**config.mk**
```make
export PLATFORM = sky130hd
export DESIGN_NAME = pbgr_cfg
export DESIGN_NICKNAME = d
export VERILOG_FILES = /design/src/hw/rtl/pbgr_pkg.sv /design/src/hw/rtl/pbgr_cfg.sv
export SDC_FILE = /design/constraint.sdc
export NUM_CORES = 1
export LEC_CHECK = 0
export BUFFER_PORTS_ARGS = -buffer_cell sky130_fd_sc_hd__buf_4
export CORE_AREA = 10 10 100 124
export CTS_CLUSTER_SIZE = 24
export DETAILED_ROUTE_END_ITERATION = 8
export DIE_AREA = 0 0 110 134
export PLACE_DENSITY_LB_ADDON = 0.25
export SETUP_SLACK_MARGIN = 0.05
export SYNTH_ARGS = -nofsm -noshare
export SYNTH_HDL_FRONTEND = slang
export SYNTH_SLANG_ARGS = --single-unit
```
**constraint.sdc**
```tcl
create_clock -name aclk -period 1.1 [get_ports aclk]
set_input_delay 0.055 -clock aclk [delete_from_list [all_inputs] [get_ports aclk]]
set_output_delay 0.055 -clock aclk [all_outputs]
set_load 0.005 [all_outputs]
```
**src/hw/rtl/pbgr_pkg.sv**
```systemverilog
// Shared types and constants for the proportional bitmap glyph renderer.
package pbgr_pkg;

    localparam int GLYPH_COUNT = 256;
    localparam int FONT_BYTES  = 4096;
    localparam int MAX_HEIGHT  = 32;

    localparam int GLYPH_AW = (GLYPH_COUNT > 1) ? $clog2(GLYPH_COUNT) : 1;
    localparam int FONT_AW  = $clog2(FONT_BYTES);
    localparam int ROW_W    = (MAX_HEIGHT > 1) ? $clog2(MAX_HEIGHT) : 1;

    localparam logic [8:0]  GLYPH_LIMIT  = 9'(GLYPH_COUNT);
    localparam logic [16:0] FONT_LIMIT   = 17'(FONT_BYTES);
    localparam logic [6:0]  HEIGHT_LIMIT = 7'(MAX_HEIGHT);

    localparam int PADDR_W = 5;
    localparam int PDATA_W = 32;

    typedef enum logic [1:0] {
        ACT_GLYPH = 2'd0,
        ACT_BYTE  = 2'd1,
        ACT_BEGIN = 2'd2,
        ACT_DRAW  = 2'd3
    } action_t;

    typedef enum logic [1:0] {
        STS_OK        = 2'd0,
        STS_NO_FONT   = 2'd1,
        STS_BAD_GLYPH = 2'd2
    } status_t;

    typedef enum logic [2:0] {
        REG_FONT_VALID   = 3'd0,
        REG_FIRST_CHAR   = 3'd1,
        REG_GLYPH_HEIGHT = 3'd2,
        REG_ROW_PITCH    = 3'd3,
        REG_CLIP_LEFT    = 3'd4,
        REG_CLIP_TOP     = 3'd5
    } reg_idx_t;

    typedef enum logic [2:0] {
        SEQ_IDLE,
        SEQ_LOOKUP,
        SEQ_SETUP,
        SEQ_ROWS,
        SEQ_ERROR
    } seq_state_t;

    typedef struct packed {
        action_t     action;
        logic [7:0]  char_code;
        logic [7:0]  glyph_width;
        logic [11:0] glyph_offset;
        logic [11:0] byte_address;
        logic [7:0]  byte_value;
        logic [11:0] start_x;
        logic [10:0] start_y;
        logic [7:0]  text_colour;
    } pbgr_in_t;

    typedef struct packed {
        status_t     status;
        logic [23:0] row_address;
        logic [7:0]  pixel_mask;
        logic [7:0]  pixel_colour;
        logic [15:0] pen_x;
        logic        last;
    } pbgr_out_t;

    typedef struct packed {
        logic        font_valid;
        logic [7:0]  first_char;
        logic [5:0]  glyph_height;
        logic [11:0] row_pitch;
        logic [11:0] clip_left;
        logic [10:0] clip_top;
    } pbgr_cfg_t;

    typedef struct packed {
        logic [7:0]  width;
        logic [11:0] offset;
    } glyph_entry_t;

endpackage

```
**src/hw/rtl/pbgr_cfg.sv**
```systemverilog
// APB configuration registers of the glyph renderer.
module pbgr_cfg (
    input  logic                          aclk,
    input  logic                          aresetn,
    input  logic                          psel,
    input  logic                          penable,
    input  logic                          pwrite,
    input  logic [pbgr_pkg::PADDR_W-1:0]  paddr,
    input  logic [pbgr_pkg::PDATA_W-1:0]  pwdata,
    output logic [pbgr_pkg::PDATA_W-1:0]  prdata,
    output pbgr_pkg::pbgr_cfg_t           cfg
);
    import pbgr_pkg::*;

    pbgr_cfg_t cfg_reg;
    reg_idx_t  reg_idx;
    logic      wr_en;

    assign reg_idx = reg_idx_t'(paddr[PADDR_W-1:2]);
    assign wr_en   = psel && penable && pwrite;
    assign cfg     = cfg_reg;

    always_ff @(posedge aclk) begin
        if (!aresetn) begin
            cfg_reg.font_valid   <= 1'b0;
            cfg_reg.first_char   <= 8'd0;
            cfg_reg.glyph_height <= 6'd8;
            cfg_reg.row_pitch    <= 12'd640;
            cfg_reg.clip_left    <= 12'd0;
            cfg_reg.clip_top     <= 11'd0;
        end else if (wr_en) begin
            unique case (reg_idx)
                REG_FONT_VALID:   cfg_reg.font_valid   <= pwdata[0];
                REG_FIRST_CHAR:   cfg_reg.first_char   <= pwdata[7:0];
                REG_GLYPH_HEIGHT: cfg_reg.glyph_height <= pwdata[5:0];
                REG_ROW_PITCH:    cfg_reg.row_pitch    <= pwdata[11:0];
                REG_CLIP_LEFT:    cfg_reg.clip_left    <= pwdata[11:0];
                REG_CLIP_TOP:     cfg_reg.clip_top     <= pwdata[10:0];
                default: ;
            endcase
        end
    end

    always_comb begin
        unique case (reg_idx)
            REG_FONT_VALID:   prdata = PDATA_W'(cfg_reg.font_valid);
            REG_FIRST_CHAR:   prdata = PDATA_W'(cfg_reg.first_char);
            REG_GLYPH_HEIGHT: prdata = PDATA_W'(cfg_reg.glyph_height);
            REG_ROW_PITCH:    prdata = PDATA_W'(cfg_reg.row_pitch);
            REG_CLIP_LEFT:    prdata = PDATA_W'(cfg_reg.clip_left);
            REG_CLIP_TOP:     prdata = PDATA_W'(cfg_reg.clip_top);
            default:          prdata = '0;
        endcase
    end

endmodule

```
==> results_dict.tcl, run 1 <==
set metrics [dict create \
    status "finished with violations" \
    violations "negative setup slack" \
    rows 41 \
    swShare_pct 21.8 \
    die_x_um 110 \
    required_ns 1.04 \
    seq_power_share_pct 42.0 \
    place.gp.congestion 0.767 \
    p_leak_nw 1.75 \
    root_buffer "clkbuf_16" \
    p_int_mw 3.41 \
    ys_types 27 \
    overflow 0 \
    yosysMostFrequentCell "mux2i_1" \
    dr.pass1.iters 4 \
    clk_pin_slew_ns 0.07 \
    wl_per_cell_um 16.4 \
    grt_pass1_wl_um 12700 \
    power-per-cell-area_nw_per_um2 1130 \
    syn_area_per_cell_um2 9.43 \
    worstPathCellList "mux2_4, a221oi_2, nor2_1, buf_4" \
    drt_iter0_drc 51 \
    cts_hold_buf 0 \
    cp_max_fo 2 \
    largest_reg_flops 50 \
    slowest_stage "dfxtp_2" \
    fmax_mhz 709 \
    switchingPower_mw 0.951 \
    clk_path_buf_depth 2 \
    routed-via-count 2208 \
    finalSetupViolations 6 \
    min_period_ns 1.41 \
    synth_edf_count 0 \
    routed_via_density 4.30 \
    drv_slew 0 \
    htreeDepth 2 \
    hpwl_um 6330 \
    ios 124 \
    min_period_over_period_pct 128 \
    ys.warnings.count 0 \
    syn-cell-area_um2 2440 \
    fin_cells 513 \
    rsz0062_at_grt "yes" \
    ys_top_cells_by_count "mux2i_1, nand2_1, dfxtp_1, buf_4, clkbuf_1" \
    clk_latency_ns 0.29 \
    fin_worst_skew_ns 0 \
    multi_input_area_um2 1370 \
    core_um2 10000 \
    cts_tree "yes" \
    n_antenna_cell 0 \
    cpLargestDelayFamily "flip-flops" \
    io_buffer_count 81 \
    slowest_delay_ns 0.33 \
    die_area_um2 14700 \
    placed_cells 494 \
    synthArstFlopShare_pct 0 \
    cp_num_buf_inv 1 \
    start_util_pct 24.4 \
    area_growth_pct 58.1 \
    cp_data_arrival_time_ns 1.36 \
    max-vdd-ir-drop_v 0.000789 \
    netlist.area_leader.share_pct 41.0 \
    ys.flop_type "dfxtp_1" \
    total_power_mw 4.37 \
    ff_latch_area_um2 1020 \
    drcViolationCount 0 \
    ant_nets 0 \
    synthCells 259 \
    setup_ws_ns -0.310 \
    synth_seq_cells 50 \
    synth_area_leaders "dfxtp_1, mux2i_1, nand2_1, buf_4, mux2_2" \
    antenna_found_initial 0 \
    grt_usage_pct 11.1 \
    grt_pass1_vias 2326 \
    nets 425 \
    path_class "flop to output port" \
    fillCellCount 1030 \
    finalHoldViolCount 0 \
    yosysSeqAreaShare_pct 41.0 \
    drv_cap 0 \
    combPwrFrac_pct 10.7 \
    yosysTopAreaCell "dfxtp_1" \
    p_clk_share_pct 47.3 \
    cp-end-kind "output port" \
    clkSinkCount 50 \
    hp-class "input pin to flop" \
    drt_wl_total_um 8410 \
    startpoint_type "flop" \
    cts_buffers 5 \
    grt_max_degree 28 \
    drive_above_1_share_pct 48.7 \
    die_h_um 134 \
]
==> what timing repair did <==
item / in CTS / in global routing
pin swaps: 6 / 6
resized for setup: 29 / 12
cloned: 0 / 0
setup endpoints to repair: 12 / 12
setup buffers: 3 / 8
==> kinds of logic (layout without fill, tap and decap cells) <==
group | Yosys count | after routing | synth area share (%)
AO/OA/AOI/OAI | 25 | 25 | 7.89
buffers and inverters | 42 | 148 | 10.1
flip-flops | 50 | 50 | 41.0
multiplexers | 65 | 65 | 27.4
other | 1 | 20 | 0.154
AND/OR/NAND/NOR | 76 | 76 | 13.4
==> worst reg2reg max path: stages (launching register included) <==
cell	delay [ns]
dfxtp_1	0.33
buf_4	0.15
o21ai_0	0.07
o311ai_0	0.14
==> power by group through the flow <==
| stage | combinational [mW] | clock [mW] | sequential, mW |
|---|---|---|---|
| finish | 0.467 | 2.06 | 1.83 |
| global route | 0.508 | 2.18 | 1.83 |
| CTS | 0.436 | 2.11 | 1.83 |
| detailed placement | 0.416 | 0 | 1.87 |
| global placement | 0.414 | 0 | 1.87 |
| floorplan | 0.242 | 0 | 1.88 |
==> metal layers <==
layer	GRT usage, %	vias up	wire [um]
met3	4.31	12	789
met1	12.5	1016	3410
li1	-	1101	-
met5	0	-	0
met4	3.48	0	159
met2	18.6	79	4040
==> cell type report <==
class,instances,area share (%)
clock buffer,6,3.60
sequential,50,26.5
clock inverter,2,1.55
multi-input combinational,186,35.4
tap,129,4.18
timing repair buffer,135,28.2
inverter,5,0.486
==> layout by cell type (no fill, tap or decap), types with 4 or more instances in the layout <==
cell,netlist,routed
dfxtp_1,50,31
a221oi_2,0,5
nand2_1,58,58
conb_1,1,20
o21a_1,5,5
dfxtp_2,0,19
o311ai_0,4,4
mux2i_1,59,59
buf_4,22,127
clkbuf_16,0,5
inv_1,5,4
nor2_1,7,6
buf_12,0,5
==> per-stage QoR <==
| stage | util, % | cell area [um^2] | setup WS (ns) | hold WS (ns) | TNS (ns) |
|---|---|---|---|---|---|
| after CTS | 37.5 | 3750 | -0.321 | 0.0463 | -1.65 |
| after global placement | 34.4 | 3440 | -0.258 | 0.344 | -2.27 |
| after global routing | 38.6 | 3860 | -0.364 | 0.0739 | -1.98 |
| final | 38.6 | 3860 | -0.310 | 0.0536 | -1.58 |
| after floorplan | - | 2530 | 0.0521 | 0.163 | 0 |
| after detailed placement | 34.4 | 3440 | -0.255 | 0.364 | -2.35 |
==> worst paths after layout <==
path / cells past startpoint / from / slack, ns / to
setup / recovery: 4 / cfg[43] / -0.31 / prdata[2]
hold / removal: 3 / pwdata[9] / 0.05 / cfg[9]
setup reg to reg: 3 / cfg[38] / 0.28 / cfg[38]
hold reg to reg: 2 / cfg[7] / 0.46 / cfg[7]
Power figures use the tool's default switching activity.
==> inputs of run 2 (changes only) <==
PLACE_DENSITY_LB_ADDON = 0.2   (was 0.25)
RECOVER_POWER = 100   (was unset)
==> run 2 against run 1 <==
Against the previous run:
- the flow still finishes with violations (negative setup slack)
- first-iteration DRC count is 69% higher
- largest power group unchanged
- critical path type unchanged
- fmax is 0.10% lower
- clock power hardly changed
- power is 1.9% lower
- final cell count is 0.78% lower
- critical path depth stayed put
- sequential cell count stayed put
- non-clock buffer count is 4 lower
- clock-buffer cell count stayed put
- sequential power hardly changed
==> results_dict.tcl, run 2 (synthesized netlist as in run 1, its figures left out) <==
set metrics [dict create \
    timing.rr.end "cfg[49]" \
    path_class "flop to output port" \
    die_area_um2 14700 \
    cp_max_fo 2 \
    htreeDepth 2 \
    drv_slew 0 \
    io_buffer_count 81 \
    n_antenna_cell 0 \
    drv_cap 0 \
    wl_per_cell_um 16.5 \
    max-vdd-ir-drop_v 0.000623 \
    ant_nets 0 \
    rows 41 \
    ios 124 \
    root_buffer "clkbuf_16" \
    rsz0062_at_grt "yes" \
    largest_reg_flops 50 \
    startpoint_type "flop" \
    core_um2 10000 \
    slowest_stage "mux4_2" \
    power-per-cell-area_nw_per_um2 1180 \
    cpLargestDelayFamily "multiplexers" \
    tightest_slew_ns 0.641 \
    reg2reg_from "cfg[49]" \
    violations "negative setup slack" \
    clk_latency_ns 0.29 \
    total_power_mw 4.28 \
    start_util_pct 24.4 \
    regToRegSetupSlack_ns 0.29 \
    drt_wl_total_um 8390 \
    setup_ws_ns -0.312 \
    p_leak_nw 1.60 \
    grt_pass1_vias 2278 \
    routed_via_density 4.34 \
    drcViolationCount 0 \
    clk_path_buf_depth 2 \
    cp_data_arrival_time_ns 1.36 \
    hpwl_um 6540 \
    mostFrequentLayoutCells "buf_4, mux2i_1, nand2_1" \
    clkSinkCount 50 \
    die_x_um 110 \
    worstPathCellList "mux4_2, inv_2, o22ai_2, buf_4" \
    hold_depth 3 \
    layout_commonest_cell "buf_4" \
    area_growth_pct 48.3 \
    dr.pass1.iters 4 \
    status "finished with violations" \
    fin_worst_skew_ns 0 \
    fin_util_pct 36.2 \
    hp-class "input pin to flop" \
    finalHoldViolCount 0 \
    multi_input_area_um2 1290 \
    drt_iter0_drc 86 \
    clk_pin_slew_ns 0.07 \
    required_ns 1.04 \
    antenna_found_initial 0 \
    grt_usage_pct 11.2 \
    fillCellCount 1096 \
    cts_buffers 5 \
    cp-end-kind "output port" \
    die_h_um 134 \
    holdPathEnd "cfg[9]" \
    ff_latch_area_um2 1000 \
    place.gp.congestion 0.781 \
    finalSetupViolations 7 \
    min_period_ns 1.41 \
    worst_r2r_path_depth 3 \
    grt_pass1_wl_um 12900 \
    relSlewSlack_pct 57.2 \
    overflow 0 \
    fmax_mhz 708 \
    grt_max_degree 38 \
    cts_tree "yes" \
    worstHoldStart "pwdata[9]" \
    slowest_delay_ns 0.47 \
    cp_num_buf_inv 2 \
    drive_above_1_share_pct 35.0 \
    routed-via-count 2207 \
    min_period_over_period_pct 128 \
    nets 421 \
]
run 2: cell count changes in the layout (fill, tap and decap cells not counted), sizes merged:
cell and change:
buf -43, clkbuf +39
run 2: what timing repair did:
action,4_1_cts,5_1_grt
pin swaps,6,4
buffers inserted,7,2
hold buffers,0,0
gates resized for setup,22,7
endpoints found under the setup margin,12,12
hold endpoints to repair,0,0
run 2: report_power, final:
group | switching, mW | leakage, nW | internal [mW] | total, mW
Sequential | 0.0100 | 0.404 | 1.82 | 1.83
Combinational | 0.218 | 1.10 | 0.183 | 0.401
Clock | 0.681 | 0.0971 | 1.37 | 2.05
run 2: cell type report:
type,count,area share (%)
multi-input cells,186,35.5
well taps,129,4.46
clock inverters,2,1.66
clock buffers,6,3.83
repair buffers,131,26.3
inverters,5,0.518
flip-flops and latches,50,27.7
run 2: worst min-delay path, delay by kind of cell:
family,cells,cell delay (ns)
buffers and inverters,1,0.12
muxes,1,0.07
and+or+nand+nor,1,0.07
run 2: per-layer routing:
metal  share of wire, %  global-route usage [%]  up-vias
li1                   -                       -     1096
met1                 40                    12.7     1041
met2                 51                    19.4       65
met3                7.4                    2.92        5
met4                1.4                    4.28        0
met5                  0                       0        -
run 2: worst max path at each step:
stage / slack, ns / to / start / depth (start not counted)
global route: -0.36 / prdata[2] / paddr[3] / 5
floorplan: 0.05 / cfg[13] / paddr[3] / 6
finish: -0.31 / prdata[0] / cfg[23] / 4
CTS: -0.32 / prdata[0] / cfg[23] / 4
detailed placement: -0.19 / prdata[5] / paddr[3] / 5
global placement: -0.17 / prdata[5] / paddr[3] / 5
run 2: metrics by stage:
| stage | setup TNS [ns] | worst slack, ns | cell area [um^2] | std cells | hold slack, ns |
|---|---|---|---|---|---|
| 2_1_floorplan | 0 | 0.0521 | 2530 | 278 | 0.163 |
| 5_1_grt | -4.21 | -0.358 | 3620 | 509 | 0.0664 |
| 3_3_place_gp | -1.36 | -0.175 | 3420 | 492 | 0.355 |
| 4_1_cts | -1.74 | -0.324 | 3730 | 507 | 0.0496 |
| 6_report | -1.56 | -0.312 | 3620 | 509 | 0.0651 |
| 3_5_place_dp | -1.68 | -0.192 | 3420 | 492 | 0.363 |
==> inputs of run 3 (changes only) <==
ABC_AREA = 1   (was unset)
CORE_AREA = 10 10 106 131   (was 10 10 100 124)
DIE_AREA = 0 0 116 141   (was 0 0 110 134)
MAX_ROUTING_LAYER = met4   (was unset)
==> run 3 against run 2 <==
Against the previous run:
- the run still ends with negative setup slack left
- synthesized cell count up 63%
- worst hold slack better by 0.033 ns
- sequential share of layout area down 2.0 points
- critical path type unchanged
- critical endpoint is now prdata[4]
==> results_dict.tcl, run 3 <==
set metrics [dict create \
    status "finished with violations" \
    violations "negative setup slack" \
    p_clk_share_pct 40.0 \
    cts_tree "yes" \
    timing.rr.end "cfg[45]" \
    overflow 0 \
    required_ns 1.04 \
    wl_met2_um 5080 \
    min_period_ns 1.11 \
    die_x_um 116 \
    top_layer_used "met4" \
    area_growth_pct 41.4 \
    netlist.area_leader.share_pct 36.2 \
    fin_worst_skew_ns 0 \
    drive_above_1_share_pct 30.5 \
    ys.warnings.count 0 \
    antenna_found_initial 0 \
    worst_r2r_path_depth 3 \
    wl_met3_um 438 \
    dr.pass1.iters 4 \
    finalHoldViolCount 0 \
    swShare_pct 25.0 \
    reg2reg_from "cfg[45]" \
    wirelength_met1_um 3920 \
    drcViolationCount 0 \
    root_buffer "clkbuf_16" \
    clk_pin_slew_ns 0.07 \
    switchingPower_mw 0.985 \
    largest_reg_flops 50 \
    wl_per_cell_um 14.0 \
    yosysSeqAreaShare_pct 36.2 \
    ys_top_cells_by_count "nor2_1, nand2_1, dfxtp_1, nand3_1, inv_1" \
    ys_types 25 \
    place.gp.congestion 0.775 \
    drt_wl_total_um 9540 \
    regToRegSetupSlack_ns 0.38 \
    syn-cell-area_um2 2770 \
    ys.flop_type "dfxtp_1" \
    ios 124 \
    startpoint_type "flop" \
    combPwrFrac_pct 13.0 \
    drt_iter0_drc 88 \
    slowest_delay_ns 0.39 \
    min_period_over_period_pct 101 \
    synth_edf_count 0 \
    yosysMostFrequentCell "nor2_1" \
    hp-class "input pin to flop" \
    cp-end-kind "output port" \
    worstHoldStart "pwdata[11]" \
    cts_buffers 5 \
    nets 585 \
    fmax_mhz 898 \
    core_um2 11500 \
    synthArstFlopShare_pct 0 \
    rows 44 \
    worstPathCellList "nand3_1, nand2_1, inv_1, nand3_1, buf_4" \
    clkSinkCount 50 \
    setup_ws_ns -0.0132 \
    cp_max_fo 3 \
    clk_latency_ns 0.28 \
    grt_usage_pct 11.6 \
    start_util_pct 24.2 \
    drv_slew 0 \
    synthCells 423 \
    die_area_um2 16400 \
    hpwl_um 7180 \
    max-vdd-ir-drop_v 0.000756 \
    p_int_mw 2.95 \
    p_leak_nw 1.92 \
    hold_slack_ns 0.0983 \
    routed-via-count 2835 \
    cp-startpoint "cfg[15]" \
    grt_pass1_vias 2775 \
    power-per-cell-area_nw_per_um2 1010 \
    fin_util_pct 34.2 \
    clk_path_buf_depth 2 \
    mostFrequentLayoutCells "nor2_1, nand2_1, buf_4" \
    ant_nets 0 \
    slowest_stage "dfxtp_1" \
    io_buffer_count 81 \
    drv_cap 0 \
    die_h_um 141 \
    holdPathEnd "cfg[34]" \
    synth_area_leaders "dfxtp_1, nor2_1, nand2_1, nand3_1, buf_4" \
    rsz0062_at_grt "yes" \
    n_antenna_cell 0 \
    htreeDepth 2 \
    grt_max_degree 51 \
    hold_depth 5 \
    yosysTopAreaCell "dfxtp_1" \
    path_class "flop to output port" \
    crit_path_frequent_cell "nand3_1" \
    syn_area_per_cell_um2 6.54 \
    finalSetupViolations 3 \
    layout_commonest_cell "nor2_1" \
    seq_power_share_pct 47.0 \
    routed_via_density 4.16 \
    cp_data_arrival_time_ns 1.06 \
    grt_pass1_wl_um 14500 \
    synth_seq_cells 50 \
]
[run 3: changes by cell type in the layout (fill, tap and decap cells not counted), sizes merged, moves of 33 or more]
cell,before,now
nor2,10,121
mux2i,59,0
nand2,58,113
nand3,0,48
inv,5,38
[run 3: worst max path at each step]
stage / endpoint / slack, ns / cells after the start
3_5_place_dp: cfg[19] / -0.03 / 8
6_report: prdata[4] / -0.01 / 5
3_3_place_gp: cfg[19] / -0.008 / 8
5_1_grt: prdata[1] / -0.08 / 5
4_1_cts: prdata[1] / -0.04 / 5
2_1_floorplan: cfg[16] / 0.13 / 8
[run 3: worst max-delay path: cells and delay by family, from the launching register on]
family / cells / cell delay (ns)
flops: 1 / 0.39
simple gates: 3 / 0.23
buf+inv: 2 / 0.15
[run 3: cell families after synthesis]
family | Yosys count | synth area share, %
other | 1 | 0.135
and+or+nand+nor | 290 | 46.3
AOI/OAI and AO/OA | 4 | 0.723
buffers and inverters | 78 | 16.7
DFF | 50 | 36.2
[run 3: per-layer routing]
metal	global-route usage, %	vias to the layer above
met3	2.00	7
met2	20.8	72
met5	-	-
li1	-	1486
met4	3.10	0
met1	12.7	1270
[run 3: per-stage QoR]
stage / cell area [um^2] / setup TNS (ns) / total power [mW] / instances / worst slack, ns
2_1_floorplan: 2840 / 0 / 2.22 / 442 / 0.133
3_3_place_gp: 3530 / -0.00839 / 2.37 / 643 / -0.00839
3_5_place_dp: 3530 / -0.137 / 2.37 / 643 / -0.0264
4_1_cts: 3980 / -0.0746 / 3.99 / 680 / -0.0395
5_1_grt: 3910 / -0.534 / 4.11 / 682 / -0.0819
6_report: 3910 / -0.0358 / 3.94 / 682 / -0.0132
[run 3: area by class of cell]
cell class	count	area (um^2)
Clock buffer	7	143
Clock inverter	1	5.00
Fill cell	1278	7540
Inverter	39	159
Multi-Input combinational cell	314	1400
Sequential cell	50	1000
Tap cell	138	173
Timing Repair Buffer	133	1030
[run 3: repair_timing]
| action | CTS | global route |
|---|---|---|
| pin swaps | 22 | 22 |
| endpoints found under the hold margin | 3 | 0 |
| hold buffers | 3 | 0 |
| resized for setup | 42 | 20 |
| setup endpoints to repair | 12 | 12 |
| buffers inserted | 26 | 2 |
[run 3: power by group through the flow]
stage | clock network [mW] | logic, mW | registers (mW)
finish | 1.57 | 0.512 | 1.85
global route | 1.69 | 0.570 | 1.85
CTS | 1.62 | 0.521 | 1.85
detailed placement | 0 | 0.477 | 1.90
global placement | 0 | 0.472 | 1.90
floorplan | 0 | 0.325 | 1.89
